File: config.mk
export PLATFORM = sky130hd
export DESIGN_NAME = lru_key_value_cache_unit
export DESIGN_NICKNAME = d
export VERILOG_FILES = /design/src/sv/lru_kv_pkg.sv /design/src/sv/lru_kv_ram.sv /design/src/sv/lru_key_value_cache_unit.sv
export SDC_FILE = /design/constraint.sdc
export NUM_CORES = 1
export LEC_CHECK = 0
export BUFFER_PORTS_ARGS = -buffer_cell sky130_fd_sc_hd__clkbuf_2
export CORE_MARGIN = 1
export CORE_UTILIZATION = 57
export DETAILED_ROUTE_END_ITERATION = 12
export PLACE_DENSITY = 0.73
export SYNTH_ARGS = -nofsm -noshare
export SYNTH_HDL_FRONTEND = slang
export SYNTH_SLANG_ARGS = --single-unit
export TNS_END_PERCENT = 10
File: constraint.sdc
create_clock -name aclk -period 15.9 [get_ports aclk]
set_clock_uncertainty 0.05 [all_clocks]
set_input_delay 0.795 -clock aclk [delete_from_list [all_inputs] [get_ports aclk]]
set_output_delay 0.795 -clock aclk [all_outputs]
set_load 0.005 [all_outputs]
File: src/sv/lru_kv_pkg.sv
// Shared types and constants for the LRU key/value cache.
package lru_kv_pkg;

    localparam int ENTRIES = 16;
    localparam int IDX_W   = (ENTRIES > 1) ? $clog2(ENTRIES) : 1;
    localparam int CNT_W   = $clog2(ENTRIES + 1);
    localparam int CAP_W   = 5;
    localparam int EXT_W   = (CAP_W > CNT_W) ? CAP_W : CNT_W;
    localparam int DATA_W  = 32;
    localparam int LINE_W  = 2 * DATA_W;

    localparam logic [CAP_W-1:0] CAP_RESET = CAP_W'(16);
    localparam logic signed [DATA_W-1:0] MISS_VALUE = -DATA_W'(1);

    typedef enum logic {
        OP_GET = 1'b0,
        OP_PUT = 1'b1
    } op_t;

    typedef struct packed {
        op_t                      operation;
        logic signed [DATA_W-1:0] key;
        logic signed [DATA_W-1:0] value;
    } req_t;

    typedef struct packed {
        logic                     found;
        logic signed [DATA_W-1:0] read_value;
    } rsp_t;

endpackage

File: src/sv/lru_kv_ram.sv
// Generic simple dual-port RAM with one write port and a registered read port.
module lru_kv_ram #(
    parameter int WIDTH = 8,
    parameter int DEPTH = 16,
    parameter int ADDR_W = (DEPTH > 1) ? $clog2(DEPTH) : 1
) (
    input  logic              aclk,
    input  logic              wr_en,
    input  logic [ADDR_W-1:0] wr_addr,
    input  logic [WIDTH-1:0]  wr_data,
    input  logic              rd_en,
    input  logic [ADDR_W-1:0] rd_addr,
    output logic [WIDTH-1:0]  rd_data
);

    logic [WIDTH-1:0] mem [DEPTH];
    logic [WIDTH-1:0] rd_data_reg;

    always_ff @(posedge aclk) begin
        if (wr_en) begin
            mem[wr_addr] <= wr_data;
        end
        if (rd_en) begin
            rd_data_reg <= mem[rd_addr];
        end
    end

    assign rd_data = rd_data_reg;

endmodule

File: src/sv/lru_key_value_cache_unit.sv
// Fully associative key/value cache with least-recently-used replacement.
//
// Requests arrive on the s_ channel (valid/ready) as a get or a put of a 32-bit
// key and value. Each request yields exactly one response on the m_ channel:
// found, and the stored value on a get hit, -1 on a get miss and 0 for any put.
// cfg_wr_en writes capacity_in_use, the number of entries held before the least
// recent one is evicted; the user must write it only while idle (not enforced).
//
// Keys and values live in a memory that is scanned one entry per cycle
// through its single read port; recency ranks and valid marks are kept
// beside it in registers and are updated for all entries at once.
// A request passes through the accepting idle state, a scan of all entries
// and the update state, after which the response sits in the output register.
// The next request is accepted while that response waits; a stalled receiver
// holds the block in its update state only when the previous response has not
// yet been taken.
//
// Reset clears all valid marks, the entry count and the output valid flag,
// and sets capacity_in_use to 16. The cache is empty after reset.
module lru_key_value_cache_unit (
    input  logic                              aclk,
    input  logic                              aresetn,
    input  logic                              s_valid,
    output logic                              s_ready,
    input  lru_kv_pkg::req_t                  s_req,
    output logic                              m_valid,
    input  logic                              m_ready,
    output lru_kv_pkg::rsp_t                  m_rsp,
    input  logic                              cfg_wr_en,
    input  logic [lru_kv_pkg::CAP_W-1:0]      cfg_wr_data
);

    import lru_kv_pkg::*;

    typedef enum logic [2:0] {
        ST_IDLE   = 3'b001,
        ST_SCAN   = 3'b010,
        ST_UPDATE = 3'b100
    } state_t;

    state_t               state_reg, state_next;
    logic [CNT_W-1:0]     cnt_reg, cnt_next;
    req_t                 req_reg, req_next;
    logic [ENTRIES-1:0]   valid_reg, valid_next;
    logic [IDX_W-1:0]     rank_reg [ENTRIES];
    logic [IDX_W-1:0]     rank_next [ENTRIES];
    logic [CNT_W-1:0]     used_reg, used_next;
    logic [CAP_W-1:0]     cap_reg, cap_next;
    logic                 hit_reg, hit_next;
    logic [IDX_W-1:0]     hit_idx_reg, hit_idx_next;
    logic [IDX_W-1:0]     hit_rank_reg, hit_rank_next;
    logic [DATA_W-1:0]    hit_val_reg, hit_val_next;
    logic                 free_found_reg, free_found_next;
    logic [IDX_W-1:0]     free_idx_reg, free_idx_next;
    logic                 m_valid_reg, m_valid_next;
    rsp_t                 m_rsp_reg, m_rsp_next;

    logic                 ram_wr_en;
    logic [IDX_W-1:0]     ram_wr_addr;
    logic [LINE_W-1:0]    ram_wr_data;
    logic                 ram_rd_en;
    logic [LINE_W-1:0]    ram_rd_data;

    logic [EXT_W-1:0]     cap_ext;
    logic [EXT_W-1:0]     eff_cap;
    logic [EXT_W-1:0]     used_ext;
    logic [EXT_W-1:0]     evict_thr;
    logic                 full;
    logic [CNT_W-1:0]     cmp_cnt;
    logic [IDX_W-1:0]     scan_idx;
    logic                 cmp_active;
    logic                 entry_evict;
    logic                 out_free;
    logic [DATA_W-1:0]    rd_key;
    logic [DATA_W-1:0]    rd_val;

    lru_kv_ram #(
        .WIDTH (LINE_W),
        .DEPTH (ENTRIES)
    ) u_ram (
        .aclk    (aclk),
        .wr_en   (ram_wr_en),
        .wr_addr (ram_wr_addr),
        .wr_data (ram_wr_data),
        .rd_en   (ram_rd_en),
        .rd_addr (cnt_reg[IDX_W-1:0]),
        .rd_data (ram_rd_data)
    );

    assign rd_key = ram_rd_data[LINE_W-1:DATA_W];
    assign rd_val = ram_rd_data[DATA_W-1:0];

    assign cap_ext   = EXT_W'(cap_reg);
    assign used_ext  = EXT_W'(used_reg);
    assign eff_cap   = (cap_ext == '0) ? EXT_W'(1) :
                       (cap_ext > EXT_W'(ENTRIES)) ? EXT_W'(ENTRIES) : cap_ext;
    assign evict_thr = eff_cap - EXT_W'(1);
    assign full      = used_ext >= eff_cap;

    assign cmp_cnt     = cnt_reg - CNT_W'(1);
    assign scan_idx    = cmp_cnt[IDX_W-1:0];
    assign cmp_active  = (state_reg == ST_SCAN) && (cnt_reg != '0);
    assign entry_evict = full && (EXT_W'(rank_reg[scan_idx]) >= evict_thr);
    assign out_free    = !m_valid_reg || m_ready;

    assign s_ready = (state_reg == ST_IDLE);
    assign m_valid = m_valid_reg;
    assign m_rsp   = m_rsp_reg;

    always_comb begin
        state_next      = state_reg;
        cnt_next        = cnt_reg;
        req_next        = req_reg;
        valid_next      = valid_reg;
        rank_next       = rank_reg;
        used_next       = used_reg;
        cap_next        = cfg_wr_en ? cfg_wr_data : cap_reg;
        hit_next        = hit_reg;
        hit_idx_next    = hit_idx_reg;
        hit_rank_next   = hit_rank_reg;
        hit_val_next    = hit_val_reg;
        free_found_next = free_found_reg;
        free_idx_next   = free_idx_reg;
        m_valid_next    = (m_valid_reg && m_ready) ? 1'b0 : m_valid_reg;
        m_rsp_next      = m_rsp_reg;
        ram_wr_en       = 1'b0;
        ram_wr_addr     = hit_idx_reg;
        ram_wr_data     = {req_reg.key, req_reg.value};
        ram_rd_en       = 1'b0;

        unique case (state_reg)
            ST_IDLE: begin
                if (s_valid) begin
                    req_next        = s_req;
                    cnt_next        = '0;
                    hit_next        = 1'b0;
                    free_found_next = 1'b0;
                    state_next      = ST_SCAN;
                end
            end
            ST_SCAN: begin
                ram_rd_en = (cnt_reg != CNT_W'(ENTRIES));
                if (cmp_active) begin
                    if (valid_reg[scan_idx] && !hit_reg && (rd_key == req_reg.key)) begin
                        hit_next      = 1'b1;
                        hit_idx_next  = scan_idx;
                        hit_rank_next = rank_reg[scan_idx];
                        hit_val_next  = rd_val;
                    end
                    if (!free_found_reg && !(valid_reg[scan_idx] && !entry_evict)) begin
                        free_found_next = 1'b1;
                        free_idx_next   = scan_idx;
                    end
                end
                if (cnt_reg == CNT_W'(ENTRIES)) begin
                    state_next = ST_UPDATE;
                end else begin
                    cnt_next = cnt_reg + CNT_W'(1);
                end
            end
            ST_UPDATE: begin
                if (out_free) begin
                    m_valid_next     = 1'b1;
                    m_rsp_next.found = hit_reg;
                    if (req_reg.operation == OP_GET) begin
                        m_rsp_next.read_value = hit_reg ? hit_val_reg : MISS_VALUE;
                    end else begin
                        m_rsp_next.read_value = '0;
                    end
                    if (hit_reg) begin
                        ram_wr_en   = (req_reg.operation == OP_PUT);
                        ram_wr_addr = hit_idx_reg;
                        for (int i = 0; i < ENTRIES; i++) begin
                            if (valid_reg[i] && (rank_reg[i] < hit_rank_reg)) begin
                                rank_next[i] = rank_reg[i] + IDX_W'(1);
                            end
                            if (IDX_W'(i) == hit_idx_reg) begin
                                rank_next[i] = '0;
                            end
                        end
                    end else if (req_reg.operation == OP_PUT) begin
                        ram_wr_en   = 1'b1;
                        ram_wr_addr = free_idx_reg;
                        for (int i = 0; i < ENTRIES; i++) begin
                            if (valid_reg[i]) begin
                                if (full && (EXT_W'(rank_reg[i]) >= evict_thr)) begin
                                    valid_next[i] = 1'b0;
                                end else begin
                                    rank_next[i] = rank_reg[i] + IDX_W'(1);
                                end
                            end
                            if (IDX_W'(i) == free_idx_reg) begin
                                valid_next[i] = 1'b1;
                                rank_next[i]  = '0;
                            end
                        end
                        used_next = CNT_W'((full ? evict_thr : used_ext) + EXT_W'(1));
                    end
                    state_next = ST_IDLE;
                end
            end
            default: begin
                state_next = ST_IDLE;
            end
        endcase
    end

    always_ff @(posedge aclk) begin
        if (!aresetn) begin
            state_reg   <= ST_IDLE;
            cnt_reg     <= '0;
            valid_reg   <= '0;
            used_reg    <= '0;
            cap_reg     <= CAP_RESET;
            m_valid_reg <= 1'b0;
        end else begin
            state_reg   <= state_next;
            cnt_reg     <= cnt_next;
            valid_reg   <= valid_next;
            used_reg    <= used_next;
            cap_reg     <= cap_next;
            m_valid_reg <= m_valid_next;
        end
    end

    always_ff @(posedge aclk) begin
        req_reg        <= req_next;
        rank_reg       <= rank_next;
        hit_reg        <= hit_next;
        hit_idx_reg    <= hit_idx_next;
        hit_rank_reg   <= hit_rank_next;
        hit_val_reg    <= hit_val_next;
        free_found_reg <= free_found_next;
        free_idx_reg   <= free_idx_next;
        m_rsp_reg      <= m_rsp_next;
    end

endmodule

# After elaboration in Yosys (flattened, before gate mapping)
# Memories as Yosys holds them, arrays and structs flattened. A register that Yosys moved wholly into a read port is not among the register bits.
# Index checks and enable logic that the tools add are counted.
# Widths: inputs -> output; s select.
[word_totals] register_bits=243 latchBits=0 ram_bits=1024 romBits=0 input_bits=75 output_inout_bits=35 word_cells=427 n_memories=1
[classes] add_sub_neg=20 n_mul=0 div_mod_pow=0 order_cmp=37 eq_ne=75 shift=0 mux=167 bitwise_logic=2 reduce_logical=92
[mem_list] name="u_ram.mem" words=16 word_bits=64 read_ports=1 rd_ports_with_merged_regs=1 write_ports=1 line_no="lru_kv_ram.sv:16" rtl="logic [WIDTH-1:0] mem [DEPTH];"
[op_table] operator="$mux 4" count=86
[op_table] operator="$mux 64" count=2
[op_table] operator="$reduce_and 6->1" count=16
[op_table] operator="$ge 4x5->1" count=17
[op_table] operator="$add 4x1->4 const B" count=16
[op_table] operator="$eq 4x4->1 const A" count=16
[op_table] operator="$lt 4x4->1" count=16
[op_table] operator="$mux 1" count=64
[op_table] operator="$ne 3x1->1 const B" count=16
[op_table] operator="$ne 3x2->1 const B" count=16
[op_table] operator="$reduce_bool 3->1" count=16
[op_table] operator="$logic_and 1x1->1" count=39
[op_table] operator="$eq 3x4->1 const A" count=8
[op_table] operator="$eq 32x32->1" count=1
[op_table] operator="$mux 32" count=1
[op_table] operator="$mux 5" count=5
[op_table] operator="$bmux 4 s4" count=1
[op_table] operator="$eq 2x4->1 const A" count=4
[op_table] operator="$reduce_and 3->1" count=4
[op_table] operator="$reduce_and 4->1" count=3
[op_table] operator="$add 5x1->5 const B" count=2
[op_table] operator="$pmux 5 s2" count=1
[op_table] operator="$mux 3" count=3
[op_table] operator="$pmux 3 s3" count=1
[op_table] operator="other kinds (25)" count=39

# Logic depth before layout (Yosys ltp)
[logic_depth] word_depth=14 mapped_depth=16 depth_no_buf=13

# Modules after synthesis
# Synthesis repeated with hierarchy kept, for this count alone.
[hier_totals] cells_unflattened=2776 area_unflattened_um2=53560.1
[by_module_without_submodules] mod="lru_kv_ram" n_inst=1 cells_per_inst=1647 area_each_um2=40222.3 seq_area_each_um2=32671.3
[by_module_without_submodules] mod="lru_key_value_cache_unit" n_inst=1 cells_per_inst=1129 area_each_um2=13337.8 seq_area_each_um2=6946.7

# Least setup slack after synthesis
# No wires, ideal clock.
[synth_timing] path_kind="register -> register" from="register cnt_reg[1]" to="register cnt_reg[4]" setup_ns=0.114 arrival_time_ns=7.060 required_ns=15.736 slack_ns=8.676 path_stages_with_launch=12 n_path_buf=3 period_less_slack_ns=7.224 path_cell_list="dfxtp_1 > clkbuf_1 > buf_2 > buf_2 > inv_1 > ha_1 > nor3b_1 > a21boi_0 > nand2b_1 > nand4_1 > xor2_1 > nor2_1"
[synth_via] elab_chain_len=3 word_cells_on_any_way=6 cone_classes="add/sub (1); eq/ne (2); mux (2); reduce/logical (1)"
[synth_rtl] element="from (decl)" line_no="lru_key_value_cache_unit.sv:42" rtl="logic [CNT_W-1:0] cnt_reg, cnt_next;"
[synth_rtl] element="from (signal assigned)" line_no="lru_key_value_cache_unit.sv:218" rtl="cnt_reg <= cnt_next;"
[synth_rtl] element="$add 5x1->5 / $eq 5x5->1 (equally long branches)" line_no="lru_key_value_cache_unit.sv:158, lru_key_value_cache_unit.sv:155"
[synth_rtl] element="$mux 5 / $ne 2x2->1 (equally long branches)"
[synth_rtl] element="$pmux 5 s2 / $reduce_and 3->1 (equally long branches)"
# Parallel ways exist; a longest one is shown, timed or not. The select of a mux whose other input is x is not followed.
# A chain may end at the register's enable or synchronous reset.

# Worst setup path after layout
[layout_timing] from="register cnt_reg[1]" to="register free_idx_reg[3], enable pin"
[layout_via] elab_chain_len=12 word_cells_on_any_way=16 cone_classes="add/sub (1); order compare (1); mux (5); bitwise (1); reduce/logical (8)"
[layout_rtl] element="$sub 4x1->4" line_no="lru_key_value_cache_unit.sv:100" rtl="assign cmp_cnt = cnt_reg - CNT_W'(1);"
[layout_rtl] element="$not 4->5 (not written as such)" line_no="lru_key_value_cache_unit.sv:103" rtl="assign entry_evict = full && (EXT_W'(rank_reg[scan_idx]) >= evict_thr);"
[layout_rtl] element="$bmux 4 s4" line_no="lru_key_value_cache_unit.sv:103"
[layout_rtl] element="$mux 4 (not written as such) (2 in a row)" line_no="lru_key_value_cache_unit.sv:103"
[layout_rtl] element="$ge 4x5->1" line_no="lru_key_value_cache_unit.sv:103"
[layout_rtl] element="$logic_and 1x1->1" line_no="lru_key_value_cache_unit.sv:103"
[layout_rtl] element="$logic_not 1->1" line_no="lru_key_value_cache_unit.sv:150" rtl="if (!free_found_reg && !(valid_reg[scan_idx] && !entry_evict)) begin"
[layout_rtl] element="$logic_and 1x1->1" line_no="lru_key_value_cache_unit.sv:150"
[layout_rtl] element="$logic_not 1->1" line_no="lru_key_value_cache_unit.sv:150"
[layout_rtl] element="$logic_and 1x1->1" line_no="lru_key_value_cache_unit.sv:150"
[layout_rtl] element="$reduce_and 3->1 (no source line) *"
[layout_rtl] element="to (signal assigned)" line_no="lru_key_value_cache_unit.sv:234" rtl="free_idx_reg <= free_idx_next;"
[layout_rtl] element="to (decl)" line_no="lru_key_value_cache_unit.sv:54" rtl="logic [IDX_W-1:0] free_idx_reg, free_idx_next;"
# Mark *: on every way between the ends. The rest lies on a longest branch, timed or not. The select of a mux whose other input is x is not followed.

==> out/results.tsv <==
metric	value	unit
cts_resized	0	
die_x	309	µm
max-vdd-ir-drop	0.000101	V
fillers	6166	
p_leak	19.2	nW
arrival	5.19	ns
async_reset_ff_share	0	%
pre_cts_ws	10.91	ns
worstPathMaxFanout	67	
fp.dieArea	0.0954	mm²
ys_ff_latch	1331	
path_buf_inv	1	
start_kind	flop	
crit_chain	inv_1 > ha_1 > mux4_2 > mux4_2 > ha_1 > nand2_1 > o21ai_0 > maj3_1 > nand2b_1 > a21boi_0	
clkPwrFrac	42.7	%
pwr-share-comb	2.2	%
cp_top_family	adder cells	
cts_setup_buffers	0	
use_met1	36.7	%
yosys.cell_types.count	53	
drc	0	
antenna_found_initial	5	
clk_path_buf_depth	3	
end_kind	flop	
nNetsFinal	3016	
cts_buffers	133	
largest-register	u_ram.mem	
rows	112	
postSynthCellCount	2634	
synth_area	0.0537	mm²
drtPass1Iterations	5	
wl	124	mm
post-route-period-util	30.6	%
top_usage_layer	met2	
outcome	completed	
seq_area_frac_synth	73.8	%
final_hold_viol_count	0	
ys.flop_type	edfxtp_1	
numClockSinks	1331	
overflow	0	
syn_nets	2834	
htreeDepth	4	
cp.required	16.23	ns
die_h	309	µm
gr-usage-met2	42.7	%
finalMaxSlewViolations	0	
p_sw_share	20.3	%
hold_class	input port to flop	
worst_pin_slew	1.23	ns
cp_slowest_stage_delay	1.04	ns
power_switching	1.45	mW
postLayoutCoreUtil	64.3	%
hold_buffers	0	
initial_core_util	57.5	%
io_pins	110	
dp_hpwl	64.2	mm
synth_edf_count	1296	
grt_pass1_wl	180	mm
rsz0062_at_grt	false	
met3_usage	4.70	%
cts_tree	built	
p_int	5.68	mW
grtUsageTotal	26.4	%
ant_nets	0	
drt_iter0_drc	3230	
cts.clk_slew.worst_paths	0.06	ns
largest_reg_flops	1024	
setup_tns	0	ns
layout-drive-gt1-share	24.6	%
ys.warnings.count	0	
gp_congestion	0.881	
wl_per_cell	29.6	µm
layout_setup_ws	11.04	ns
numPortBuffers	109	
crit_type	flop to flop	
fmax	206	MHz
clock-root-buffer	clkbuf_16	
maxCapViolCount	0	
max_slew_margin	17.5	%
grt_pass1_vias	27500	
power_frac_seq	55.1	%
cp_slowest_cell	dfxtp_4	
powerDensity	119	mW/mm²
grt_start_max_net_pins	117	
syn2layout_area_growth	11.8	%
vias_per_cell	6.47	
core_area	0.0933	mm²
fin_crit	4.86	ns
r2r_slack	11.04	ns
syn_avg_cell_area	20.4	µm²
clkLatencyLatePin	0.74	ns
setup_viol	0	
via_count	27000	
power by group through the flow:
stage / sequential (mW) / combinational, mW / clock (mW)
3_5_place_dp: 4.00 / 0.155 / 0
6_report: 3.93 / 0.157 / 3.05
3_3_place_gp: 3.99 / 0.152 / 0
5_1_grt: 3.93 / 0.169 / 3.20
4_1_cts: 3.93 / 0.157 / 3.09
2_1_floorplan: 3.98 / 0.104 / 0
kinds of logic (layout without fill, tap and decap cells):
logic type      after synthesis  in the layout  share of synthesized area [%]
mux                         355            355                           14.6
xor+xnor                     65             65                           1.09
buf+inv                     203            487                           1.67
other cells                   0              1                              0
flops                      1331           1331                           73.8
simple gates                279            279                           2.63
compound gates              259            259                           2.95
fa+ha+maj                   142            142                           3.23
synth_stat cells, types with 4 or more instances:
| master | number | area share (%) |
|---|---|---|
| a211oi_1 | 12 | 0.17 |
| a21boi_0 | 18 | 0.25 |
| a21o_1 | 17 | 0.24 |
| a21oi_1 | 77 | 0.72 |
| a221oi_1 | 6 | 0.098 |
| a31oi_1 | 23 | 0.27 |
| buf_1 | 6 | 0.042 |
| buf_2 | 12 | 0.11 |
| buf_4 | 20 | 0.28 |
| buf_6 | 6 | 0.13 |
| clkbuf_1 | 64 | 0.45 |
| dfxtp_1 | 35 | 1.3 |
| edfxtp_1 | 1296 | 73 |
| ha_1 | 125 | 2.9 |
| inv_1 | 95 | 0.66 |
| maj3_1 | 17 | 0.32 |
| mux2i_1 | 12 | 0.22 |
| mux4_2 | 342 | 14 |
| nand2_1 | 47 | 0.33 |
| nand2b_1 | 28 | 0.33 |
| nand3_1 | 23 | 0.21 |
| nand3b_1 | 6 | 0.084 |
| nand4_1 | 7 | 0.082 |
| nor2_1 | 96 | 0.67 |
| nor2b_1 | 35 | 0.41 |
| nor3_1 | 8 | 0.075 |
| nor3b_1 | 8 | 0.11 |
| nor4_1 | 6 | 0.070 |
| o21a_1 | 22 | 0.31 |
| o21ai_0 | 62 | 0.58 |
| o22ai_1 | 4 | 0.047 |
| o311ai_0 | 7 | 0.11 |
| xnor2_1 | 50 | 0.82 |
| xor2_1 | 13 | 0.21 |
final timing paths:
kind / from / to / cells after the start
max: cnt_reg[1] / free_idx_reg[3] / 10
min: s_req[8] / ram_wr_data[8] / 1
max reg2reg: cnt_reg[1] / free_idx_reg[3] / 10
min reg2reg: u_ram.rd_data[31] / hit_val_reg[31] / 0
stage by stage:
| step | power [mW] | area, µm² | instances | hold WS (ns) |
|---|---|---|---|---|
| global route | 7.30 | 60000 | 4172 | 0.145 |
| floorplan | 4.08 | 53700 | 2634 | 0.350 |
| finish | 7.13 | 60000 | 4173 | 0.168 |
| CTS | 7.17 | 60000 | 4172 | 0.129 |
| global placement | 4.15 | 55800 | 3935 | 0.355 |
| detailed placement | 4.16 | 55800 | 3935 | 0.355 |
routing by layer:
| layer | part of all wire [%] | wire (µm) | vias up |
|---|---|---|---|
| met5 | 0.047 | 58 | - |
| li1 | - | - | 11100 |
| met3 | 7.8 | 9620 | 265 |
| met2 | 49 | 61100 | 1411 |
| met1 | 40 | 49200 | 14200 |
| met4 | 2.8 | 3500 | 8 |
layout make-up:
| class | count | area, µm² | area share, % |
|---|---|---|---|
| Multi-Input combinational cell | 1100 | 13300 | 22.2 |
| Clock inverter | 79 | 702 | 1.17 |
| Clock buffer | 158 | 3510 | 5.85 |
| Sequential cell | 1331 | 39600 | 66.1 |
| Tap cell | 1254 | 1570 | 2.62 |
| Timing Repair Buffer | 155 | 903 | 1.51 |
| Antenna cell | 1 | 2.50 | 0.00417 |
| Inverter | 95 | 359 | 0.599 |
placed cells by master (no fill, tap or decap), types with 22 or more instances in the layout:
cell type     n
clkinv_1     30
dfxtp_1      31
nand2b_1     28
ha_1        125
o21ai_0      62
a31oi_1      23
edfxtp_1   1296
o21a_1       22
xnor2_1      50
nand3_1      23
nand2_1      47
clkbuf_2    109
clkbuf_16   137
a21oi_1      77
nor2b_1      35
buf_4        45
inv_1        94
mux4_2      342
nor2_1       78
Power figures use the tool's default switching activity.
